--- config.mk ---
export PLATFORM = sky130hd
export DESIGN_NAME = bra_ram
export DESIGN_NICKNAME = d
export VERILOG_FILES = /design/src/hdl/bra_ram.sv
export SDC_FILE = /design/constraint.sdc
export NUM_CORES = 2
export LEC_CHECK = 0
export ABC_CLOCK_PERIOD_IN_PS = 2900
export BUFFER_PORTS_ARGS = -buffer_cell sky130_fd_sc_hd__buf_2
export CORE_MARGIN = 2
export CORE_UTILIZATION = 63
export CTS_CLUSTER_DIAMETER = 80
export CTS_CLUSTER_SIZE = 40
export DETAILED_ROUTE_END_ITERATION = 16
export PLACE_DENSITY_LB_ADDON = 0.25
export SLEW_MARGIN = 10
export SYNTH_ARGS = -nofsm -noshare
export SYNTH_HDL_FRONTEND = slang
export SYNTH_SLANG_ARGS = --single-unit
--- constraint.sdc ---
create_clock -name clk -period 2.9 [get_ports clk]
set_clock_uncertainty 0.05 [all_clocks]
set_input_delay 0.29 -clock clk [delete_from_list [all_inputs] [get_ports clk]]
set_output_delay 0.29 -clock clk [all_outputs]
set_load 0.01 [all_outputs]
--- src/hdl/bra_ram.sv ---
// ----------------------------------------------------------------------------
// bra_ram
// Generic simple dual-port RAM: one write port, one registered read port.
// ----------------------------------------------------------------------------
`default_nettype none

module bra_ram #(
    parameter int unsigned WIDTH = 8,
    parameter int unsigned DEPTH = 512
) (
    input  wire logic                                         clk,
    input  wire logic                                         we,
    input  wire logic [((DEPTH > 1) ? $clog2(DEPTH) : 1)-1:0] waddr,
    input  wire logic [WIDTH-1:0]                             wdata,
    input  wire logic [((DEPTH > 1) ? $clog2(DEPTH) : 1)-1:0] raddr,
    output logic      [WIDTH-1:0]                             rdata
);

    logic [WIDTH-1:0] mem [DEPTH];

    // Write and registered read
    always_ff @(posedge clk)
    begin
        if (we)
        begin
            mem[waddr] <= wdata;
        end
        rdata <= mem[raddr];
    end

endmodule

`default_nettype wire

After elaboration in Yosys (flattened, before gate mapping):

Memory sizes are Yosys's and may differ from the RTL's. A register that Yosys moved wholly into a read port is not among the register bits.
Index checks and enable logic that the tools add are counted.

* latch bits: 0
* memory bits (read-only): 0
* output and inout port bits: 8
* word-level logic and storage cells: 3
* RAM bits: 4096
* bits in registers: 0
* memories kept: 1

* divide/modulo/power cells: 0
* equal/unequal tests: 0
* shift operators: 0
* order comparisons: 0
* bitwise operators: 0
* reductions and logical operators: 0
* $mul: 0
* $add $sub $neg: 0
* muxes and demuxes: 2

Memory list
* mem: words 512, bits a word 8, rd ports 1, clocked after Yosys merged registers in 1, wr ports 1, line 19 `logic [WIDTH-1:0] mem [DEPTH];`

Operators with widths (number)
* 2-to-1 mux 1 bit: 2

Longest topological paths before layout:

* word-level depth: 2
* gate-level depth with buffers: 12

Least setup slack after synthesis:

No wires, ideal clock.

* kind: input to register
* start point: input port raddr[0] in the netlist's numbering
* end point: register rdata[0] (read register of mem)
* path slack: 588 ps
* arrival: 2144 ps
* cell stages on the path: 10
* path buffers: 4
* data required time: 2732 ps
* path through: buf_4 -> buf_12 -> buf_12 -> buf_2 -> mux4_2 -> o21ai_0 -> nand3_1 -> nand4_1 -> o21ai_0 -> o2111a_1

RTL lines
* start, declared: line 15 `input wire logic [((DEPTH > 1) ? $clog2(DEPTH) : 1)-1:0] raddr,`
* end, declared: line 16 `output logic [WIDTH-1:0] rdata`

==> qor.csv <==
stage,metric,value,unit
outcome,status,"finished, violations left",
outcome,violations,setup timing,
placement,place_congestion,0.9251,
placement,pre_cts_ws,-928.5,ps
drt,drc,0,
timing,finalSetupViolations,1,
synthesis,synth_edf_count,4096,
cells_and_area,final_layout_size_suffix_gt1_frac,0.2427,
timing,finalCriticalPeriod,2944,ps
timing,fin_crit_sh,1.015,
timing,final_max_slew_viol_count,0,
global_route,grt_use_total,0.3152,
timing,timing.hold.ws,97.86,ps
synthesis,ys_types,51,
clock_network,numCtsBuffers,144,
clock_network,cts_sinks,4104,
critical_path,crit_type,input pin to register,
synthesis,syn_area,0.1599,mm2
critical_path,worstSetupEndpointType,register,
cells_and_area,layout_common_cells,"edfxtp_1, buf_4, mux2i_1",
synthesis,syn_nets,8058,
critical_path,crit_family,compound AO/OA/AOI/OAI gates,
drt,routed-via-count,85330,
critical_path,slowest_delay,920,ps
global_route,grt_max_degree,136,
timing,grt_setup_unrepaired,false,
power,irDropWorstVdd,0.6804,mV
timing,hold_viol,0,
global_route,antenna_found_initial,21,
critical_path,cp.arrival,3730,ps
die,die_h,507.8,um
critical_path,path_cells,buf_8 -> or2_4 -> buf_4 -> buf_12 -> o221ai_1 -> nor3_1 -> nor3_1 -> nand3_1 -> o21ai_0 -> o2111a_1,
drt,drt_first_iter_violations,12920,
global_route,grt_pass1_vias,83450,
die,core_area,0.2519,mm2
clock_network,tritoncts,done,
power,p_leak,57.74,nW
timing,worst_pin_slew,1071,ps
synthesis,synthCells,8030,
critical_path,cp.required,3690,ps
worst_hold_path,min_path_type,input pin to register,
clock_network,insertion_delay,900,ps
drt,ant_nets,0,
critical_path,path_max_fanout,40,
drt,wirelength,405.1,mm
critical_path,worst_path_max_delay_cell,o21ai_0,
cells_and_area,area_delta_synth_final,11.32,%
die,io-pin-count,36,
clock_network,htree_levels,4,
synthesis,async_flop_share,0,
cells_and_area,layout_commonest_cell,edfxtp_1,
die,die_w,507.8,um
synthesis,synth_flop_cell,edfxtp_1,
global_route,gr-total-overflow,0,
cells_and_area,nFillCells,14940,
clock_network,ctsLongestPathBuffers,3,
synthesis,synth.top_cell.area_share,0.7691,
global_route,grt_pass1_wl,583.4,mm
timing,timing.slew.headroom,0.2782,
flow_run,max_cap_viol_count,0,
placement,io_buffers,35,
synthesis,synth_seq_area_share,0.7701,
critical_path,r2r_slack,10,ps
synthesis,yosysTopAreaCell,edfxtp_1,
die,dieArea,0.2579,mm2
power,p_per_area,568.3,mW/mm2
timing,worst_slack,-44.42,ps
critical_path,critPathBufInv,3,
synthesis,syn_avg_cell_area,19.92,um2
die,start_util,0.6350,
drt,first_pass_iters,6,
synthesis,ys_top_cells_by_area,"edfxtp_1, mux4_2, mux2i_1, o221ai_1, nor2_1",
clock_network,root_buffer,clkbuf_16,
drt,wl_per_cell,32.70,um
synthesis,ys_ff_latch,4104,
synthesis,synth_warnings,0,
drt,viasPerCell,6.887,
placement,post-dp-hpwl,263.6,mm
cells_and_area,nets,8955,
critical_path,cp-start-kind,input pin,
clock_network,clkSlewWorstSetupHoldPaths,130,ps
critical_path,timing.critical_path.mode_cell,nor3_1,
timing,fmax,0.3396,GHz
die,rows,184,
## cell type report
class	instances	area, um2	share of cell area
Tap cell	3348	4189	0.02353
Clock buffer	153	3722	0.02091
Timing Repair Buffer	1264	11480	0.06449
Sequential cell	4104	123200	0.6918
Antenna cell	8	20.02	0.0001124
Clock inverter	99	1413	0.007934
Inverter	3	18.77	0.0001054
Multi-Input combinational cell	3410	34030	0.1912
## worst min-delay path: stages
cell	delay (ps)
buf_2	170
buf_4	240
o41ai_1	110
o2111a_1	170
## power by group
| part | total [W] | internal (W) | switching (W) | leakage [nW] |
|---|---|---|---|---|
| registers | 0.0653 | 0.0652 | 0.0000713 | 36.9 |
| logic | 0.00675 | 0.00254 | 0.00422 | 18.4 |
| clock network | 0.0291 | 0.0110 | 0.0181 | 2.45 |
| total | 0.101 | 0.0788 | 0.0224 | 57.7 |
## cells in the mapped netlist (all sizes together), types with 2 or more instances
| master | number |
|---|---|
| edfxtp | 4096 |
| mux2i | 797 |
| mux4 | 654 |
| nor2 | 597 |
| o221ai | 372 |
| clkbuf | 265 |
| buf | 248 |
| a21oi | 194 |
| o22ai | 163 |
| o21ai | 119 |
| nand2 | 111 |
| nor3 | 109 |
| a22oi | 61 |
| nand3 | 36 |
| nor4 | 36 |
| nand4 | 32 |
| and2 | 20 |
| a211oi | 17 |
| o31ai | 13 |
| dfxtp | 8 |
| nor3b | 8 |
| o2111a | 8 |
| o41ai | 7 |
| nor2b | 6 |
| o311ai | 6 |
| or3 | 6 |
| a22o | 5 |
| or2 | 5 |
| and3 | 4 |
| and3b | 4 |
| nand2b | 4 |
| a2111oi | 3 |
| inv | 3 |
| o22a | 3 |
| a211o | 2 |
| a31oi | 2 |
| o211ai | 2 |
## final timing paths
kind                                  start       end  cells after the start
worst max-delay path               raddr[1]  rdata[0]                     10
worst min-delay path               raddr[3]  rdata[7]                      4
worst min register to register  mem[155][7]  rdata[7]                      5
worst max register to register  mem[361][0]  rdata[0]                      8
## logic make-up (layout without fill, tap and decap cells)
logic type      after synthesis  in the layout  share of synthesized area
simple gates                980            980                    0.02631
buf+inv                     516           1519                    0.01849
mux                        1451           1451                     0.1420
compound gates              979            979                    0.04313
flops                      4104           4104                     0.7701
other cells                   0              8                          0
## through the flow
step	total power, W	instance area, um2	setup TNS [ps]	util	cells
2_1_floorplan	0.06973	159900	0	-	8030
3_3_place_gp	0.07309	172700	-13070	0.6859	12120
3_5_place_dp	0.07325	172700	-18550	0.6859	12120
4_1_cts	0.1012	178000	0	0.7067	12380
5_1_grt	0.1033	178000	0	0.7068	12390
6_report	0.1012	178000	-44.42	0.7069	12390
## routing by layer
metal	GRT usage	up-vias	share of wire
met3	0.06096	809	0.12
met1	0.4485	44020	0.36
met4	0.1220	4	0.045
met5	0	-	0.000067
met2	0.4924	5521	0.48
li1	-	34970	-
## repair_timing
| action | CTS | global route |
|---|---|---|
| endpoints found under the setup margin | 2 | 4 |
| setup buffers | 0 | 0 |
| hold endpoints to repair | 471 | 0 |
| gates resized for setup | 3 | 6 |
| hold buffers | 8 | 0 |
## flip-flops by register name, indices dropped and copies added, names as in the netlist
name and cells:
mem 4096, rdata 8
Note: power is estimated with default switching activity, not from simulation.
